[src/sv/mfat_pkg.sv]
// Shared types and constants for the motor feedback angle tracker.
// No dependencies; the state memory, update logic and top level import this package.
package mfat_pkg;

  localparam int NUM_MOTORS     = 8;
  localparam int HISTORY_DEPTH  = 16;
  localparam int ENC_BITS       = 13;
  localparam int ENCODER_COUNTS = 1 << ENC_BITS;
  localparam int MOTOR_W        = 3;
  localparam int ID_W           = 11;
  localparam int CALIB_W        = 8;
  localparam int CNT_W          = 9;
  localparam int FILL_W         = 5;
  localparam int TOTAL_W        = 32;
  localparam int ROUND_W        = TOTAL_W - ENC_BITS;

  typedef logic [MOTOR_W-1:0] motor_t;

  // Per-motor tracking state, one memory word per motor.
  typedef struct packed {
    logic [CNT_W-1:0]          frame_cnt;
    logic [ENC_BITS-1:0]       last_enc;
    logic signed [TOTAL_W-1:0] total;
    logic [FILL_W-1:0]         fill;
  } motor_state_t;

  // Configuration register indexes.
  typedef enum logic [0:0] {
    REG_BASE_ID = 1'b0,
    REG_CALIB   = 1'b1
  } reg_index_t;

endpackage

[src/sv/mfat_state_mem.sv]
// Per-motor state memory: one write port, one registered read port.
// Depends on mfat_pkg; per-entry valid bits make unwritten entries read as zero.
module mfat_state_mem (
  input  logic                  clk,
  input  logic                  rst,
  input  logic                  wr_en,
  input  mfat_pkg::motor_t      wr_addr,
  input  mfat_pkg::motor_state_t wr_data,
  input  mfat_pkg::motor_t      rd_addr,
  output mfat_pkg::motor_state_t rd_data
);
  import mfat_pkg::*;

  motor_state_t            mem [NUM_MOTORS];
  logic [NUM_MOTORS-1:0]   valid;
  motor_state_t            mem_q;
  logic                    q_valid;

  always_ff @(posedge clk) begin
    if (rst) begin
      valid   <= '0;
      q_valid <= 1'b0;
    end else begin
      q_valid <= valid[rd_addr];
      if (wr_en) begin
        valid[wr_addr] <= 1'b1;
      end
    end
  end

  always_ff @(posedge clk) begin
    if (wr_en) begin
      mem[wr_addr] <= wr_data;
    end
    mem_q <= mem[rd_addr];
  end

  assign rd_data = q_valid ? mem_q : '0;

endmodule

[src/sv/mfat_update.sv]
// Next-state logic for one motor: calibration sequencing, unwrap, saturating total.
// Depends on mfat_pkg.
module mfat_update (
  input  mfat_pkg::motor_state_t st,
  input  logic [mfat_pkg::ENC_BITS-1:0] enc,
  input  logic [mfat_pkg::CALIB_W-1:0]  calib,
  output mfat_pkg::motor_state_t nxt,
  output logic                   emit
);
  import mfat_pkg::*;

  localparam logic signed [ENC_BITS+1:0] SPAN = $signed({2'b01, {ENC_BITS{1'b0}}});

  logic [CNT_W-1:0]            calib_ext;
  logic signed [ENC_BITS+1:0]  d;
  logic signed [ENC_BITS+1:0]  alt;
  logic signed [ENC_BITS+1:0]  d_abs;
  logic signed [ENC_BITS+1:0]  alt_abs;
  logic signed [ENC_BITS+1:0]  step;
  logic signed [TOTAL_W:0]     sum;
  logic signed [TOTAL_W-1:0]   sum_sat;

  assign calib_ext = {{(CNT_W-CALIB_W){1'b0}}, calib};

  always_comb begin
    d       = $signed({2'b00, enc}) - $signed({2'b00, st.last_enc});
    alt     = (enc < st.last_enc) ? d + SPAN : d - SPAN;
    d_abs   = d[ENC_BITS+1] ? -d : d;
    alt_abs = alt[ENC_BITS+1] ? -alt : alt;
    // tie keeps the direct difference
    step    = (alt_abs < d_abs) ? alt : d;
    sum     = {st.total[TOTAL_W-1], st.total}
            + {{(TOTAL_W-ENC_BITS-1){step[ENC_BITS+1]}}, step};
    if (sum[TOTAL_W] != sum[TOTAL_W-1]) begin
      sum_sat = sum[TOTAL_W] ? {1'b1, {(TOTAL_W-1){1'b0}}} : {1'b0, {(TOTAL_W-1){1'b1}}};
    end else begin
      sum_sat = sum[TOTAL_W-1:0];
    end
  end

  always_comb begin
    nxt  = st;
    emit = 1'b0;
    priority if (st.frame_cnt < calib_ext) begin
      nxt.frame_cnt = st.frame_cnt + CNT_W'(1);
    end else if (st.frame_cnt == calib_ext) begin
      nxt.frame_cnt = st.frame_cnt + CNT_W'(1);
      nxt.last_enc  = enc;
    end else begin
      emit         = 1'b1;
      nxt.last_enc = enc;
      nxt.total    = sum_sat;
      nxt.fill     = (st.fill < FILL_W'(HISTORY_DEPTH)) ? st.fill + FILL_W'(1) : st.fill;
    end
  end

endmodule

[src/sv/motor_feedback_angle_tracker.sv]
// Top level of the motor feedback angle tracker: input decode, state read
// stage with bypass, output register. Depends on mfat_pkg, mfat_state_mem, mfat_update.
//
//  channel | dir | handshake          | payload
//  --------+-----+--------------------+-------------------------------------------
//  s_      | in  | s_tvalid/s_tready  | s_tdata[63:0]  one feedback frame
//  m_      | out | m_tvalid/m_tready  | m_tdata[103:0] one decoded motor update
//  cfg_    | in  | cfg_we (no wait)   | cfg_index, cfg_data  register write
//
// Rate: one frame per cycle while m_ is not stalled; a result reaches m_ after its
//   request is accepted (state memory read, then update and output register).
// The single-port read of the per-motor state memory sets that rate; a bypass
//   register forwards a write-back to a frame of the same motor right behind it.
// Reset: synchronous; valid bits clear all per-motor state at once, no sweep.
// Stalls: a held result stops a frame that would make a result in the read
//   stage, and the input behind it; frames for other ids, ignored or
//   calibration frames pass the read stage without waiting.
module motor_feedback_angle_tracker (
  input  logic         clk,
  input  logic         rst,
  input  logic         s_tvalid,
  output logic         s_tready,
  // frame_id[10:0], encoder_raw[23:11], speed_raw[39:24],
  // current_raw[55:40], temperature_raw[63:56]
  input  logic [63:0]  s_tdata,
  output logic         m_tvalid,
  input  logic         m_tready,
  // motor_index[2:0], motor_speed[18:3], current_value[34:19], temperature[42:35],
  // angle_accum[74:43], round_count[93:75], history_fill[98:94], zero[103:99]
  output logic [103:0] m_tdata,
  input  logic         cfg_we,
  input  logic [0:0]   cfg_index,
  input  logic [10:0]  cfg_data
);
  import mfat_pkg::*;

  // configuration
  logic [ID_W-1:0]    base_id;
  logic [CALIB_W-1:0] calib_frames;

  always_ff @(posedge clk) begin
    if (rst) begin
      base_id      <= ID_W'(513);
      calib_frames <= CALIB_W'(50);
    end else if (cfg_we) begin
      unique case (reg_index_t'(cfg_index))
        REG_BASE_ID: base_id      <= cfg_data;
        REG_CALIB:   calib_frames <= cfg_data[CALIB_W-1:0];
      endcase
    end
  end

  // input field split and id match
  logic [ID_W-1:0]     in_fid;
  logic [ENC_BITS-1:0] in_enc;
  logic [15:0]         in_speed;
  logic [15:0]         in_current;
  logic [7:0]          in_temp;
  logic [ID_W:0]       id_diff;
  logic                in_match;
  motor_t              in_motor;
  logic                in_accept;

  assign in_fid     = s_tdata[10:0];
  assign in_enc     = s_tdata[23:11];
  assign in_speed   = s_tdata[39:24];
  assign in_current = s_tdata[55:40];
  assign in_temp    = s_tdata[63:56];

  assign id_diff  = {1'b0, in_fid} - {1'b0, base_id};
  assign in_match = !id_diff[ID_W] && (id_diff[ID_W-1:0] < ID_W'(NUM_MOTORS));
  assign in_motor = id_diff[MOTOR_W-1:0];
  assign in_accept = s_tvalid && s_tready;

  // read stage: frame waits here while its motor state comes out of memory
  logic                s1_valid;
  motor_t              s1_motor;
  logic [ENC_BITS-1:0] s1_enc;
  logic [15:0]         s1_speed;
  logic [15:0]         s1_current;
  logic [7:0]          s1_temp;
  logic                s1_adv;
  logic                s1_hold;

  motor_state_t mem_rd;
  motor_state_t cur_state;
  motor_state_t upd_next;
  logic         upd_emit;
  motor_t       rd_addr;

  // bypass of the write made at the same edge as the pending read
  logic         byp_valid;
  motor_t       byp_motor;
  motor_state_t byp_state;

  // output register
  logic                      out_valid;
  logic                      out_free;
  logic                      out_load;
  motor_t                    out_motor;
  logic [15:0]               out_speed;
  logic [15:0]               out_current;
  logic [7:0]                out_temp;
  logic signed [TOTAL_W-1:0] out_total;
  logic [FILL_W-1:0]         out_fill;
  logic signed [ROUND_W-1:0] out_round;

  assign out_free = !out_valid || m_tready;
  assign s1_adv   = s1_valid && (!upd_emit || out_free);
  assign s1_hold  = s1_valid && !s1_adv;
  assign s_tready = !s1_valid || s1_adv;
  assign out_load = s1_adv && upd_emit;

  // a held frame re-reads its own entry so later writes stay visible
  assign rd_addr = s1_hold ? s1_motor : in_motor;

  always_ff @(posedge clk) begin
    if (rst) begin
      s1_valid <= 1'b0;
    end else if (s_tready) begin
      s1_valid <= s_tvalid && in_match;
    end
  end

  always_ff @(posedge clk) begin
    if (in_accept) begin
      s1_motor   <= in_motor;
      s1_enc     <= in_enc;
      s1_speed   <= in_speed;
      s1_current <= in_current;
      s1_temp    <= in_temp;
    end
  end

  mfat_state_mem u_mem (
    .clk     (clk),
    .rst     (rst),
    .wr_en   (s1_adv),
    .wr_addr (s1_motor),
    .wr_data (upd_next),
    .rd_addr (rd_addr),
    .rd_data (mem_rd)
  );

  assign cur_state = (byp_valid && (byp_motor == s1_motor)) ? byp_state : mem_rd;

  mfat_update u_upd (
    .st    (cur_state),
    .enc   (s1_enc),
    .calib (calib_frames),
    .nxt   (upd_next),
    .emit  (upd_emit)
  );

  always_ff @(posedge clk) begin
    if (rst) begin
      byp_valid <= 1'b0;
    end else begin
      byp_valid <= s1_adv;
    end
    byp_motor <= s1_motor;
    byp_state <= upd_next;
  end

  always_ff @(posedge clk) begin
    if (rst) begin
      out_valid <= 1'b0;
    end else if (out_load) begin
      out_valid <= 1'b1;
    end else if (m_tready) begin
      out_valid <= 1'b0;
    end
  end

  always_ff @(posedge clk) begin
    if (out_load) begin
      out_motor   <= s1_motor;
      out_speed   <= s1_speed;
      out_current <= s1_current;
      out_temp    <= s1_temp;
      out_total   <= upd_next.total;
      out_fill    <= upd_next.fill;
    end
  end

  // divide by the encoder span, truncated toward zero: floor plus one for a
  // negative total with a nonzero remainder
  assign out_round = out_total[TOTAL_W-1:ENC_BITS]
                   + ROUND_W'(out_total[TOTAL_W-1] && (out_total[ENC_BITS-1:0] != '0));

  assign m_tvalid = out_valid;
  assign m_tdata  = {5'b0, out_fill, out_round, out_total, out_temp,
                     out_current, out_speed, out_motor};

endmodule

[config.mk]
export PLATFORM = sky130hd
export DESIGN_NAME = motor_feedback_angle_tracker
export DESIGN_NICKNAME = d
export VERILOG_FILES = /design/src/sv/mfat_pkg.sv /design/src/sv/mfat_state_mem.sv /design/src/sv/mfat_update.sv /design/src/sv/motor_feedback_angle_tracker.sv
export SDC_FILE = /design/constraint.sdc
export NUM_CORES = 1
export LEC_CHECK = 0
export BUFFER_PORTS_ARGS = -buffer_cell sky130_fd_sc_hd__buf_4
export CORE_MARGIN = 2
export CORE_UTILIZATION = 42
export DETAILED_ROUTE_END_ITERATION = 10
export GPL_TIMING_DRIVEN = 0
export HOLD_SLACK_MARGIN = 0.02
export SYNTH_ARGS = -nofsm -noshare
export SYNTH_HDL_FRONTEND = slang
export SYNTH_HIERARCHICAL = 1
export SYNTH_SLANG_ARGS = --single-unit
[constraint.sdc]
create_clock -name clk -period 24.9 [get_ports clk]
set_clock_uncertainty 0.2 [all_clocks]
set_input_delay 3.735 -clock clk [delete_from_list [all_inputs] [get_ports clk]]
set_output_delay 3.735 -clock clk [all_outputs]
set_load 0.02 [all_outputs]
=== After elaboration in Yosys (flattened, before gate mapping) ===
Memory sizes are Yosys's and may differ from the RTL's. A register that Yosys moved wholly into a read port is not among the register bits.
Cells that the tools add are included.

* Add/sub/neg operators: 10
* Order comparisons: 8
* Eq/ne operators: 3
* Muxes and demuxes: 24
* Bitwise operators: 2
* Reduce and logical (&&, ||, !) cells: 21

{| class="wikitable"
|+ Operator list
! operator !! number
|-
| $mux 59 || 2
|-
| $mux 32 || 2
|-
| $mux 15 || 4
|-
| $mux 50 || 1
|-
| $mux 37 || 1
|-
| $add 32x15->33 || 1
|-
| $neg 15->15 || 2
|-
| $add 19x1->19 || 1
|-
| $mux 9 || 2
|-
| $add 15x15->15 const B || 1
|-
| $lt 15x15->1 || 1
|-
| $sub 15x15->15 const B || 1
|-
| $sub 13x13->14 || 1
|-
| $lt 13x13->1 || 1
|-
| $reduce_bool 13->1 || 1
|-
| $sub 11x11->12 || 1
|-
| $lt 11x4->1 const B || 1
|-
| $add 9x1->9 const B || 1
|-
| $eq 9x8->1 || 1
|-
| $logic_and 1x1->1 || 9
|-
| $lt 9x8->1 || 1
|-
| $lt 3x4->1 const B || 2
|-
| $mux 1 || 8
|-
| $or 8x8->8 || 1
|-
| 14 further kinds || 21
|}

* Register bits after elaboration: 229
* Bits in writable memories: 472
* Memories kept: 1

{| class="wikitable"
|+ Memories
! name !! depth !! width !! read ports !! clocked after memory_dff !! wr ports !! line !! RTL
|-
| u_mem.mem || 8 || 59 || 1 || 1 || 1 || mfat_state_mem.sv:14 || <nowiki>motor_state_t mem [NUM_MOTORS];</nowiki>
|}

=== Logic depth before layout (Yosys ltp) ===
* Word-level depth: 15
* Depth in mapped cells: 43
* Mapped depth without buffers: 41

=== By module ===
Netlist, hierarchy kept.

{| class="wikitable"
|+ Modules (own cells, without submodules)
! module !! times used !! cells each !! area an instance (um^2)
|-
| mfat_state_mem || 1 || 848 || 19,672.6
|-
| motor_feedback_angle_tracker || 1 || 515 || 7,896.3
|-
| mfat_update || 1 || 661 || 4,605.7
|}

=== Least setup slack after synthesis ===
No wires, ideal clock.

* Path type: input -> register
* From: in m_tready
* To: mem u_mem/mem[0][0] (netlist name) (enable)
* Data arrival time: 10.258 ns
* Data required time: 24.054 ns
* Slack: 13.796 ns
* Stages on the path: 3
* Path buffers: 0
* Cells stage by stage: nand2b_2 o21a_1 nor4b_1

* Word-level cells in the longest chain between the ends: 5

{| class="wikitable"
|+ RTL lines
! what !! line !! RTL
|-
| start, declared || motor_feedback_angle_tracker.sv:27 || <nowiki>input logic m_tready,</nowiki>
|-
| $logic_or 1x1->1 || motor_feedback_angle_tracker.sv:108 || <nowiki>assign out_free = !out_valid || m_tready;</nowiki>
|-
| $logic_or 1x1->1 || motor_feedback_angle_tracker.sv:109 || <nowiki>assign s1_adv = s1_valid && (!upd_emit || out_free);</nowiki>
|-
| $logic_and 1x1->1 || motor_feedback_angle_tracker.sv:109 ||
|-
| named net s1_adv || motor_feedback_angle_tracker.sv:82 || <nowiki>logic s1_adv;</nowiki>
|-
| $mux 1 || mfat_state_mem.sv:32 || <nowiki>if (wr_en) begin</nowiki>
|-
| $mux 1 (implied by the code) || mfat_state_mem.sv:33 || <nowiki>mem[wr_addr] <= wr_data;</nowiki>
|-
| end, declared || mfat_state_mem.sv:14 ||
|}

The timed path passes the listed nets, and every way through them passes these cells.

==> results.yml <==
logic_synthesis:
  async_flop_share: 0
  yosys-top-cells-area: "edfxtp_1, dfxtp_1, mux4_2"
  ys_warn_count: 6
  syn_area_per_cell_um2: 15.90
  synth_top_area_frac: 0.5675
  netlist_instances: 2024
  synth_cell_types: 101
  synth_edf_count: 608
  ys_ff_latch: 760
  synth_top_area_cell: "edfxtp_1"
  synth_area_um2: 32170
  ys.flop_type: "edfxtp_1"
  ys_seq_area_frac: 0.6620
grt:
  grt_pass1_wl_um: 114300
  antenna_found_initial: 0
  grt_pass1_vias: 18780
  grt_max_degree: 45
  grt_overflow: 0
  track_usage: 0.1920
floorplanning:
  core_um2: 75950
  io_pins: 187
  num_rows: 101
  start_util: 0.4236
  die_area_um2: 78840
  die_y_um: 280.8
  dieWidth_um: 280.8
outcome:
  outcome: "completed"
pwr:
  powerDensity_nw_per_um2: 91.17
  finalPower_uw: 3486
  ir_drop_mv: 0.05794
  leakagePower_uw: 0.01388
placed_design:
  globalplace.congestion: 0.8743
  io_buffers: 181
  dpl.hpwl_um: 52180
  dpl_cell_area_um2: 35490
  dp.cells: 3285
routing:
  drt_pass1_iterations: 5
  via_per_inst: 5.312
  avgRoutedWirePerCell_um: 21.85
  vias: 18260
  antenna_left: 0
  first_iter_violations: 1293
  drc_errors: 0
  wirelength_um: 75110
setup_path:
  cp_common_cell: "ha_1"
  max_stage_delay_ps: 860
  startpoint_type: "flop"
  worstPathArrival_ps: 12670
  slowest_stage: "o31ai_1"
  path_class: "flop to flop"
  crit_required_ps: 24990
  critPathMaxFanout: 11
  crit_path_end_kind: "flop"
timing:
  hold_slack_ps: 215.3
  period_needed_ps: 12580
  fin_tns_setup_ps: 0
  hold_viol: 0
  max_freq_mhz: 79.48
  timing.final.crit_share: 0.5053
  slew_headroom: 0.2211
  setup_viol: 0
  rsz0062_at_grt: "no"
  drv_slew: 0
  worst_pin_slew_ps: 1163
finish:
  layout-drive-gt1-share: 0.2712
  stdcell_count: 3438
  fin_area_um2: 38230
  nets: 2507
  fillers: 6384
  syn_to_final_growth_pct: 18.83
  insertedDiodeCount: 0
flow_run:
  cap_violations: 0
clock_network:
  clk_latency_ps: 640
  numCtsBuffers: 81
  cts_setup_buffers: 0
  path_clk_slew_ps: 60
  cts_tree: "yes"
  cts_resized: 0
  clk_path_buf_depth: 3
  cts_hold_buf: 0
  cts_max_level: 3
  cts_root_buffer: "clkbuf_16"
  clock_sinks: 760
worst_hold_path:
  worstHoldPathType: "flop to flop"
-- per-layer routing --
| metal | up-vias | global-route usage | routed length, um |
|---|---|---|---|
| met5 | - | 0 | 0 |
| met4 | 0 | 0.04909 | 1322 |
| met3 | 97 | 0.03591 | 4251 |
| met2 | 500 | 0.3132 | 35620 |
| met1 | 9240 | 0.2656 | 33920 |
| li1 | 8425 | - | - |
-- synth_stat cells, types with 5 or more instances --
| cell type | count |
|---|---|
| nand3b_1 | 5 |
| o21bai_1 | 9 |
| or3_1 | 5 |
| mux2_2 | 97 |
| and2_1 | 65 |
| buf_4 | 7 |
| buf_2 | 12 |
| mux2i_1 | 5 |
| buf_1 | 10 |
| o31ai_1 | 9 |
| ha_1 | 84 |
| a221o_1 | 6 |
| a211oi_1 | 10 |
| a21oi_1 | 57 |
| buf_6 | 11 |
| xor2_1 | 34 |
| nand2_1 | 124 |
| clkbuf_1 | 47 |
| a21o_1 | 35 |
| nor2_1 | 86 |
| mux2_1 | 26 |
| o21ai_0 | 42 |
| o211ai_1 | 7 |
| dfxtp_1 | 152 |
| nand2b_1 | 10 |
| xnor2_1 | 54 |
| nor4_1 | 7 |
| nand3_1 | 21 |
| a211oi_2 | 5 |
| inv_1 | 61 |
| and3_1 | 15 |
| a31oi_1 | 16 |
| nor3_1 | 12 |
| o22a_1 | 5 |
| nor2b_1 | 8 |
| or4_1 | 5 |
| edfxtp_1 | 608 |
| nand4_1 | 9 |
| o21a_1 | 17 |
| mux4_2 | 119 |
-- cell usage in the layout (no fill, tap or decap), drive strengths merged, types with 10 or more instances in the layout --
cell    count
a211oi     17
a21o       35
a21oi      62
a31oi      17
and2       65
and3       15
buf       268
clkbuf    158
clkinv     22
dfxtp     152
edfxtp    608
ha         84
inv        69
mux2      123
mux4      119
nand2     124
nand2b     11
nand3      22
nor2       87
nor3       13
nor4       10
o21a       17
o21ai      46
o31ai      11
xnor2      54
xor2       34
-- critical path: cells and delay by family (launching register included) --
family                     cells  cell delay (ps)
AOI/OAI and AO/OA             14             4230
adders and majority gates      4             1160
DFF                            1              610
muxes                          1              400
and+or+nand+nor               13             2870
xor gates and xnor gates       1              220
buffers and inverters          6             2520
-- logic make-up (layout without fill, tap and decap cells) --
kind of cell | Yosys count | count (layout) | synth area share
AND/OR/NAND/NOR | 404 | 404 | 0.06413
adder cells (fa/ha/maj) | 87 | 87 | 0.03453
flip-flops | 760 | 760 | 0.6620
other | 3 | 7 | 0.0003500
multiplexers | 247 | 247 | 0.1279
XOR/XNOR | 88 | 88 | 0.02395
buffers and inverters | 149 | 529 | 0.02123
AO/OA/AOI/OAI | 286 | 286 | 0.06588
-- final cells by class --
cell class                 instances  area, um^2  share of cell area
buffer                            87       450.4             0.01178
sequential                       760       21300              0.5571
tap                             1030        1289             0.03371
clock buffer                     111        2247             0.05878
timing repair buffer             228        1944             0.05086
multi-input combinational       1119       10290              0.2693
clock inverter                    41       474.2             0.01240
inverter                          62       232.7            0.006087
-- report_power, final --
part,internal [uW],switching [uW]
Clock,729,493
Sequential,1510,19.4
Combinational,260,471
-- sequential cells by signal, indices dropped and copies added (netlist names), 5 cells and up --
| register | count |
|---|---|
| base_id | 11 |
| byp_state | 59 |
| calib_frames | 8 |
| out_current | 16 |
| out_fill | 5 |
| out_speed | 16 |
| out_temp | 8 |
| out_total | 32 |
| s1_current | 16 |
| s1_enc | 13 |
| s1_speed | 16 |
| s1_temp | 8 |
| u_mem/mem | 472 |
| u_mem/mem_q | 59 |
| u_mem/valid | 8 |
-- final timing paths --
kind,startpoint,to,slack [ps],cells after the start
worst min-delay path,s1_temp[6]$_DFFE_PP_,out_temp[6]$_DFFE_PP_,220,0
worst max-delay path,s1_motor[0]$_DFFE_PP_,u_mem/mem[0][6]$_DFFE_PP_,12320,39
worst min register to register,s1_temp[6]$_DFFE_PP_,out_temp[6]$_DFFE_PP_,220,0
worst max register to register,s1_motor[0]$_DFFE_PP_,u_mem/mem[0][6]$_DFFE_PP_,12320,39
-- through the flow --
stage                     setup slack [ps]  utilization
after floorplan                      13800            -
after CTS                            11830       0.5031
final                                12320       0.5034
after detailed placement             11940       0.4673
after global routing                 11380       0.5034
after global placement                4695       0.4587
No activity file was read; power rests on OpenSTA's default activity.
